$ cat src/rtl/lpc_pkg.sv
// ----------------------------------------------------------------------------
// lpc_pkg - shared definitions for the layer priority compositor
// Layer codes, effect modes, register indexes and the effect command struct.
// ----------------------------------------------------------------------------
package lpc_pkg;

	localparam int NUM_BG   = 4;
	localparam int PIX_W    = 16;
	localparam int COLOR_W  = 15;
	localparam int CH_W     = 5;
	localparam int LAYER_W  = 3;
	localparam int CFG_IDX_W = 3;
	localparam int CFG_DATA_W = 15;

	localparam logic [LAYER_W-1:0] LAYER_SPRITE   = 3'd4;
	localparam logic [LAYER_W-1:0] LAYER_BACKDROP = 3'd5;

	localparam logic [1:0] MODE_NONE     = 2'd0;
	localparam logic [1:0] MODE_BLEND    = 2'd1;
	localparam logic [1:0] MODE_BRIGHTEN = 2'd2;
	localparam logic [1:0] MODE_DARKEN   = 2'd3;

	localparam logic [CFG_IDX_W-1:0] REG_DISPLAY_ENABLES  = 3'd0;
	localparam logic [CFG_IDX_W-1:0] REG_BG_PRIORITIES    = 3'd1;
	localparam logic [CFG_IDX_W-1:0] REG_INSIDE_WINDOW    = 3'd2;
	localparam logic [CFG_IDX_W-1:0] REG_OUTSIDE_WINDOW   = 3'd3;
	localparam logic [CFG_IDX_W-1:0] REG_EFFECT_CONTROL   = 3'd4;
	localparam logic [CFG_IDX_W-1:0] REG_BLEND_WEIGHTS    = 3'd5;
	localparam logic [CFG_IDX_W-1:0] REG_BRIGHTNESS       = 3'd6;
	localparam logic [CFG_IDX_W-1:0] REG_BACKDROP_COLOR   = 3'd7;

	localparam logic [CH_W-1:0] CH_MAX     = 5'd31;
	localparam logic [CH_W-1:0] WEIGHT_CAP = 5'd16;

	typedef struct packed {
		logic            alpha;
		logic            bright;
		logic            darken;
		logic [CH_W-1:0] eva;
		logic [CH_W-1:0] evb;
		logic [CH_W-1:0] evy;
	} fx_cmd_t;

	function automatic logic [CH_W-1:0] cap_weight(input logic [CH_W-1:0] w);
		cap_weight = (w > WEIGHT_CAP) ? WEIGHT_CAP : w;
	endfunction

endpackage

$ cat src/rtl/layer_priority_compositor_with_blend.sv
// ----------------------------------------------------------------------------
// layer_priority_compositor_with_blend - 2D pixel compositor with colour effects
// Window selection, priority sort of four backgrounds and one object, blending.
// ----------------------------------------------------------------------------
// Takes one pixel per clock as long as the output is taken: the pixel is
// captured in an input register, then windowing, the priority sort and the
// colour effect are resolved in a single pass into the output register, which
// drives the outputs. While a result waits, one more pixel is captured and
// then the input stalls until the result is taken.
// Configuration is written through cfg_we/cfg_index/cfg_data; the user must
// write it only while idle, which the block itself does not enforce.
// ----------------------------------------------------------------------------
module layer_priority_compositor_with_blend (
	input  logic                              clk,
	input  logic                              arst_n,
	input  logic                              cfg_we,
	input  logic [lpc_pkg::CFG_IDX_W-1:0]     cfg_index,
	input  logic [lpc_pkg::CFG_DATA_W-1:0]    cfg_data,
	input  logic                              in_valid,
	output logic                              in_stall,
	input  logic [lpc_pkg::PIX_W-1:0]         bg0_color,
	input  logic [lpc_pkg::PIX_W-1:0]         bg1_color,
	input  logic [lpc_pkg::PIX_W-1:0]         bg2_color,
	input  logic [lpc_pkg::PIX_W-1:0]         bg3_color,
	input  logic [lpc_pkg::PIX_W-1:0]         sprite_color,
	input  logic [1:0]                        sprite_priority,
	input  logic                              sprite_semitransparent,
	input  logic                              sprite_window_hit,
	input  logic                              win0_inside,
	input  logic                              win1_inside,
	output logic                              out_valid,
	input  logic                              out_stall,
	output logic [lpc_pkg::COLOR_W-1:0]       out_color,
	output logic [lpc_pkg::LAYER_W-1:0]       top_layer
);
	import lpc_pkg::*;

	logic [7:0]         disp_q;
	logic [7:0]         bgprio_q;
	logic [11:0]        winin_q;
	logic [11:0]        winout_q;
	logic [13:0]        fx_q;
	logic [9:0]         bldw_q;
	logic [4:0]         bldy_q;
	logic [COLOR_W-1:0] backdrop_q;

	logic               v_s1;
	logic [PIX_W-1:0]   bg_s1 [NUM_BG];
	logic [PIX_W-1:0]   obj_s1;
	logic [1:0]         objprio_s1;
	logic               semi_s1;
	logic               objwin_s1;
	logic               win0_s1;
	logic               win1_s1;

	logic               v_s2;
	logic               s2_free;
	logic               s1_free;
	logic               s1_load;

	logic [5:0]         en;
	logic [NUM_BG-1:0]  bg_open;
	logic [1:0]         rank [NUM_BG];
	logic [LAYER_W-1:0] bg_l0;
	logic [LAYER_W-1:0] bg_l1;
	logic [2:0]         prio0;
	logic [2:0]         prio1;
	logic               obj_ok;
	logic [LAYER_W-1:0] layer0;
	logic [LAYER_W-1:0] layer1;
	logic               alpha_obj;
	logic [COLOR_W-1:0] px0;
	logic [COLOR_W-1:0] px1;
	logic [1:0]         mode;
	logic [5:0]         src_mask;
	logic               top_first;
	logic               under_second;
	logic               sfx_en;
	logic               force_blend;
	fx_cmd_t            cmd;
	logic [COLOR_W-1:0] fx_color;

	// configuration registers
	always_ff @(posedge clk or negedge arst_n) begin
		if (!arst_n) begin
			disp_q     <= '0;
			bgprio_q   <= '0;
			winin_q    <= '0;
			winout_q   <= '0;
			fx_q       <= '0;
			bldw_q     <= '0;
			bldy_q     <= '0;
			backdrop_q <= '0;
		end else if (cfg_we) begin
			case (cfg_index)
				REG_DISPLAY_ENABLES: disp_q     <= cfg_data[7:0];
				REG_BG_PRIORITIES:   bgprio_q   <= cfg_data[7:0];
				REG_INSIDE_WINDOW:   winin_q    <= cfg_data[11:0];
				REG_OUTSIDE_WINDOW:  winout_q   <= cfg_data[11:0];
				REG_EFFECT_CONTROL:  fx_q       <= cfg_data[13:0];
				REG_BLEND_WEIGHTS:   bldw_q     <= cfg_data[9:0];
				REG_BRIGHTNESS:      bldy_q     <= cfg_data[4:0];
				REG_BACKDROP_COLOR:  backdrop_q <= cfg_data[COLOR_W-1:0];
				default: ;
			endcase
		end
	end

	// handshake
	assign s2_free  = !v_s2 || !out_stall;
	assign s1_free  = !v_s1 || s2_free;
	assign in_stall = !s1_free;
	assign s1_load  = in_valid && s1_free;
	assign out_valid = v_s2;

	always_ff @(posedge clk or negedge arst_n) begin
		if (!arst_n) begin
			v_s1 <= 1'b0;
			v_s2 <= 1'b0;
		end else begin
			if (s1_free) begin
				v_s1 <= in_valid;
			end
			if (s2_free) begin
				v_s2 <= v_s1;
			end
		end
	end

	// input register
	always_ff @(posedge clk) begin
		if (s1_load) begin
			bg_s1[0]   <= bg0_color;
			bg_s1[1]   <= bg1_color;
			bg_s1[2]   <= bg2_color;
			bg_s1[3]   <= bg3_color;
			obj_s1     <= sprite_color;
			objprio_s1 <= sprite_priority;
			semi_s1    <= sprite_semitransparent;
			objwin_s1  <= sprite_window_hit;
			win0_s1    <= win0_inside;
			win1_s1    <= win1_inside;
		end
	end

	// window selection
	always_comb begin
		if (disp_q[7:5] == 3'b000) begin
			en = 6'h3F;
		end else if (disp_q[5] && win0_s1) begin
			en = winin_q[5:0];
		end else if (disp_q[6] && win1_s1) begin
			en = winin_q[11:6];
		end else if (disp_q[7] && objwin_s1) begin
			en = winout_q[11:6];
		end else begin
			en = winout_q[5:0];
		end
	end

	// background sort by {priority, number}
	always_comb begin
		logic [3:0] key_i;
		logic [3:0] key_j;
		bg_l0 = LAYER_BACKDROP;
		bg_l1 = LAYER_BACKDROP;
		prio0 = 3'd4;
		prio1 = 3'd4;
		for (int i = 0; i < NUM_BG; i++) begin
			bg_open[i] = disp_q[i] && en[i] && !bg_s1[i][PIX_W-1];
		end
		for (int i = 0; i < NUM_BG; i++) begin
			rank[i] = 2'd0;
			key_i   = {bgprio_q[2*i +: 2], 2'(i)};
			for (int j = 0; j < NUM_BG; j++) begin
				key_j   = {bgprio_q[2*j +: 2], 2'(j)};
				rank[i] = rank[i] + 2'(bg_open[j] && (key_j < key_i));
			end
		end
		for (int i = 0; i < NUM_BG; i++) begin
			if (bg_open[i] && rank[i] == 2'd0) begin
				bg_l0 = LAYER_W'(i);
				prio0 = {1'b0, bgprio_q[2*i +: 2]};
			end
			if (bg_open[i] && rank[i] == 2'd1) begin
				bg_l1 = LAYER_W'(i);
				prio1 = {1'b0, bgprio_q[2*i +: 2]};
			end
		end
	end

	// object insertion; the object wins ties
	always_comb begin
		obj_ok    = en[4] && disp_q[4] && !obj_s1[PIX_W-1];
		layer0    = bg_l0;
		layer1    = bg_l1;
		alpha_obj = 1'b0;
		if (obj_ok && ({1'b0, objprio_s1} <= prio0)) begin
			layer0    = LAYER_SPRITE;
			layer1    = bg_l0;
			alpha_obj = semi_s1;
		end else if (obj_ok && ({1'b0, objprio_s1} <= prio1)) begin
			layer1 = LAYER_SPRITE;
		end
	end

	function automatic logic [COLOR_W-1:0] layer_color(
		input logic [LAYER_W-1:0] l,
		input logic [PIX_W-1:0]   b0,
		input logic [PIX_W-1:0]   b1,
		input logic [PIX_W-1:0]   b2,
		input logic [PIX_W-1:0]   b3,
		input logic [PIX_W-1:0]   ob,
		input logic [COLOR_W-1:0] bd
	);
		case (l)
			3'd0:         layer_color = b0[COLOR_W-1:0];
			3'd1:         layer_color = b1[COLOR_W-1:0];
			3'd2:         layer_color = b2[COLOR_W-1:0];
			3'd3:         layer_color = b3[COLOR_W-1:0];
			LAYER_SPRITE: layer_color = ob[COLOR_W-1:0];
			default:      layer_color = bd;
		endcase
	endfunction

	assign px0 = layer_color(layer0, bg_s1[0], bg_s1[1], bg_s1[2], bg_s1[3], obj_s1,
		backdrop_q);
	assign px1 = layer_color(layer1, bg_s1[0], bg_s1[1], bg_s1[2], bg_s1[3], obj_s1,
		backdrop_q);

	// effect decision
	assign mode         = fx_q[7:6];
	assign src_mask     = fx_q[13:8];
	assign top_first    = fx_q[layer0];
	assign under_second = src_mask[layer1];
	assign sfx_en       = en[5];
	assign force_blend  = alpha_obj && under_second;

	always_comb begin
		cmd.eva    = cap_weight(bldw_q[4:0]);
		cmd.evb    = cap_weight(bldw_q[9:5]);
		cmd.evy    = cap_weight(bldy_q);
		cmd.darken = (mode == MODE_DARKEN);
		cmd.alpha  = force_blend ||
			((mode == MODE_BLEND) && top_first && under_second && sfx_en);
		cmd.bright = !force_blend &&
			((mode == MODE_BRIGHTEN) || (mode == MODE_DARKEN)) && top_first && sfx_en;
	end

	lpc_effect u_effect (
		.cmd       (cmd),
		.top_col   (px0),
		.under_col (px1),
		.color     (fx_color)
	);

	// result register
	always_ff @(posedge clk) begin
		if (s2_free) begin
			out_color <= fx_color;
			top_layer <= layer0;
		end
	end

`ifndef SYNTHESIS
	a_layer_range: assert property (@(posedge clk) disable iff (!arst_n)
		out_valid |-> (top_layer <= LAYER_BACKDROP))
		else $error("top layer out of range");

	a_stall_cause: assert property (@(posedge clk) disable iff (!arst_n)
		in_stall |-> (v_s1 && out_valid && out_stall))
		else $error("input stalled with downstream free");

	a_result_origin: assert property (@(posedge clk) disable iff (!arst_n)
		$rose(out_valid) |-> $past(v_s1))
		else $error("result without a captured item");

	a_backdrop_plain: assert property (@(posedge clk) disable iff (!arst_n)
		(out_valid && top_layer == LAYER_BACKDROP && fx_q[7:6] == MODE_NONE)
			|-> (out_color == backdrop_q))
		else $error("backdrop colour altered with effects off");
`endif

endmodule

$ cat src/rtl/lpc_effect.sv
// ----------------------------------------------------------------------------
// lpc_effect - colour effect unit
// Alpha blend, brighten or darken of the top colour, per 5-bit channel.
// ----------------------------------------------------------------------------
module lpc_effect (
	input  lpc_pkg::fx_cmd_t                cmd,
	input  logic [lpc_pkg::COLOR_W-1:0]     top_col,
	input  logic [lpc_pkg::COLOR_W-1:0]     under_col,
	output logic [lpc_pkg::COLOR_W-1:0]     color
);
	import lpc_pkg::*;

	always_comb begin
		logic [CH_W-1:0] t;
		logic [CH_W-1:0] u;
		logic [9:0]      mix;
		logic [9:0]      dprod;
		logic [9:0]      bprod;
		logic [CH_W-1:0] a_ch;
		logic [CH_W-1:0] d_ch;
		logic [CH_W-1:0] b_ch;
		color = top_col;
		for (int ch = 0; ch < 3; ch++) begin
			t     = top_col[ch*CH_W +: CH_W];
			u     = under_col[ch*CH_W +: CH_W];
			mix   = 10'(t) * 10'(cmd.eva) + 10'(u) * 10'(cmd.evb);
			a_ch  = (mix[9:4] > 6'(CH_MAX)) ? CH_MAX : mix[8:4];
			dprod = 10'(t) * 10'(cmd.evy);
			d_ch  = t - dprod[8:4];
			bprod = 10'(CH_MAX - t) * 10'(cmd.evy);
			b_ch  = t + bprod[8:4];
			if (cmd.alpha) begin
				color[ch*CH_W +: CH_W] = a_ch;
			end else if (cmd.bright) begin
				color[ch*CH_W +: CH_W] = cmd.darken ? d_ch : b_ch;
			end
		end
	end

endmodule

$ cat config.mk
export PLATFORM = sky130hd
export DESIGN_NAME = layer_priority_compositor_with_blend
export DESIGN_NICKNAME = d
export VERILOG_FILES = /design/src/rtl/lpc_pkg.sv /design/src/rtl/layer_priority_compositor_with_blend.sv /design/src/rtl/lpc_effect.sv
export SDC_FILE = /design/constraint.sdc
export NUM_CORES = 1
export LEC_CHECK = 0
export ABC_CLOCK_PERIOD_IN_PS = 16600
export BUFFER_PORTS_ARGS = -buffer_cell sky130_fd_sc_hd__buf_2
export CORE_MARGIN = 2
export CORE_UTILIZATION = 50
export CTS_CLUSTER_DIAMETER = 150
export DETAILED_ROUTE_END_ITERATION = 10
export MAX_ROUTING_LAYER = met4
export PLACE_DENSITY = 0.76
export REMOVE_ABC_BUFFERS = 1
export SLEW_MARGIN = 25
export SYNTH_ARGS = -nofsm -noshare
export SYNTH_HDL_FRONTEND = slang
export SYNTH_SLANG_ARGS = --single-unit
$ cat constraint.sdc
create_clock -name clk -period 16.6 [get_ports clk]
set_input_delay 3.32 -clock clk [delete_from_list [all_inputs] [get_ports clk]]
set_output_delay 3.32 -clock clk [all_outputs]
set_load 0.01 [all_outputs]
==> qor.yml <==
status: "complete, no violations"
vias_per_cell: 5.83
cts.htree.levels: 4
hpwl_mm: 40.9
area_growth_pct: 9.33
synth_area_per_cell_um2: 9.63
grt_pass1_wl_mm: 82.9
netlist_instances: 1985
io_buffers: 128
synth_seq_area_share: 0.276
path_max_fanout: 27
path_buf_inv: 3
async_flop_share: 0.453
drtPass1Iterations: 6
grt.total_usage: 0.279
grt_pass1_vias: 15400
clockBufferDepth: 2
finClkSkew_ns: 0.0150
ys_ff_latch: 190
maxCapViolations: 0
gp_congestion: 0.976
cts-hold-fix-buffers: 0
end_kind: "register"
hold_viol_final: 0
setup-tns-final_ns: 0
start_util: 0.508
synth_cell_type_count: 96
hold-worst-slack_ns: 0.467
wire_per_inst_um: 19.9
clkLatencyLatePin_ns: 0.45
drt_wl_total_mm: 52.0
drc: 0
worstSetupStartpointType: "register"
maxSlewViolCount: 0
period_minus_slack_ns: 12.18
crit_family: "compound AO/OA/AOI/OAI gates"
synthTopCellsByCount: "219 x nor2_1, 211 x inv_1, 202 x ha_1"
fill_cells: 3341
setup_viol: 0
vias: 15200
synth.cell_area_mm2: 0.0191
fin_crit_sh: 0.734
postRouteAntennaNets: 0
worst_path_max_delay_cell: "a21oi_4"
synth-main-ff-cell: "edfxtp_1"
die_area_mm2: 0.0398
rsz0062_at_grt: "no"
drt_iter0_markers: 1259
synth_top_area_frac: 0.163
synth_edf_count: 104
core_mm2: 0.0377
yosysMostFrequentCell: "nor2_1"
cts_resized: 0
finish.utilization: 0.555
path_clk_slew_ns: 0.07
numCtsBuffers: 17
worstSetupPathType: "register to register"
crit_arrival_ns: 12.36
drive_above_1_share: 0.166
yosys_warnings: 0
crit_top_cell: "fa_1"
clockRootBuffer: "clkbuf_16"
overflow: 0
die_height_um: 200
relSlewSlack: 0.308
max_freq_mhz: 82.1
worst_slack_ns: 4.42
cts.sinks: 190
hold_path.class: "register to register"
antenna_cells: 0
crit_required_ns: 16.79
rows: 71
cts_tree: "yes"
tightestPinTransition_ns: 1.04
synth_area_leader_cell: "edfxtp_1"
ios: 129
die_width_um: 200
grt_max_degree: 81
cp_slowest_stage_delay_ns: 0.78
nets: 2535
dp_slack_ns: 4.52
post_cts_buffers: 0
antenna_found_initial: 0
synthTopCellsByArea: "edfxtp_1 16%, fa_1 14%, ha_1 13%"
## sequential cells by signal, indices dropped and copies added, names as in the netlist, 2 cells and up
register and count:
bg_s1 64, obj_s1 16, backdrop_q 15, out_color 15
fx_q 14, winin_q 12, winout_q 12, bldw_q 10
bgprio_q 8, disp_q 8, bldy_q 5, top_layer 3
objprio_s1 2
## worst paths after layout
check | from | endpoint | slack (ns) | cells after the start
max | disp_q[7]$_DFFE_PN0P_ | out_color[1]$_DFFE_PP_ | 4.42 | 40
min | v_s1$_DFFE_PN0N_ | out_valid$_DFFE_PN0P_ | 0.47 | 1
max reg2reg | disp_q[7]$_DFFE_PN0P_ | out_color[1]$_DFFE_PP_ | 4.42 | 40
min reg2reg | v_s1$_DFFE_PN0N_ | out_valid$_DFFE_PN0P_ | 0.47 | 1
max in group asynchronous | arst_n | fx_q[13]$_DFFE_PN0P_ | 12.94 | 2
min in group asynchronous | arst_n | bgprio_q[7]$_DFFE_PN0P_ | 2.70 | 1
## layer usage
metal	share of wire	GRT usage	up-vias
met1	0.43	0.360	7529
met4	0.031	0.101	0
li1	-	-	7052
met3	0.062	0.0388	87
met5	0	-	-
met2	0.48	0.450	569
## worst reg2reg max path: cells and delay by family (launching register included)
kind / cells / cell delay (ns)
and+or+nand+nor: 9 / 2.90
DFF: 1 / 0.52
AOI/OAI and AO/OA: 19 / 4.60
buffers and inverters: 3 / 0.15
xor gates and xnor gates: 1 / 0.12
adders and majority gates: 8 / 3.62
## layout by cell type, fill, tap and decap left out, types with 6 or more instances in the layout
| cell type | n |
|---|---|
| edfxtp_1 | 104 |
| buf_2 | 127 |
| or2_2 | 18 |
| a221oi_1 | 14 |
| nand2_1 | 176 |
| mux2i_1 | 30 |
| ha_1 | 202 |
| xor2_1 | 32 |
| o21ai_1 | 13 |
| and3_1 | 21 |
| nand3_1 | 27 |
| nor3_1 | 25 |
| o21a_1 | 10 |
| nand2b_1 | 19 |
| a22oi_1 | 7 |
| fa_1 | 135 |
| a21oi_1 | 69 |
| a21o_1 | 26 |
| a22o_1 | 18 |
| or3_1 | 9 |
| xnor2_1 | 50 |
| inv_1 | 211 |
| and2_1 | 44 |
| mux2_2 | 82 |
| nand3b_1 | 6 |
| a31oi_1 | 27 |
| nor2b_1 | 16 |
| a211oi_1 | 14 |
| clkbuf_16 | 17 |
| o21ai_0 | 53 |
| o211ai_1 | 9 |
| o21bai_1 | 8 |
| dfrtp_1 | 86 |
| nor2_1 | 219 |
| buf_4 | 36 |
## layout make-up
type                    count  area [um^2]  share of cell area
repair buffers            165          928              0.0444
well taps                 511          639              0.0306
clock buffers              20          447              0.0214
clock inverters            12         88.8             0.00425
flip-flops and latches    190         5280               0.252
inverters                 216          811              0.0388
multi-input cells        1499        12700               0.608
## per-stage QoR
stage               instance area, um^2  std cells
floorplan                         18800       1905
global placement                  20400       2581
detailed placement                20400       2581
CTS                               20900       2613
global route                      20900       2613
finish                            20900       2613
## logic make-up (layout without fill, tap and decap cells)
| kind of cell | after synthesis | after routing | share of synthesized area |
|---|---|---|---|
| fa+ha+maj | 338 | 338 | 0.274 |
| simple gates | 611 | 611 | 0.150 |
| flops | 190 | 190 | 0.276 |
| mux | 112 | 112 | 0.0640 |
| compound gates | 355 | 355 | 0.137 |
| buf+inv | 296 | 413 | 0.0609 |
| xor+xnor | 83 | 83 | 0.0384 |
Power is not shown: default switching activity piles up to over one toggle a cycle in this logic, so the estimate is an artifact.
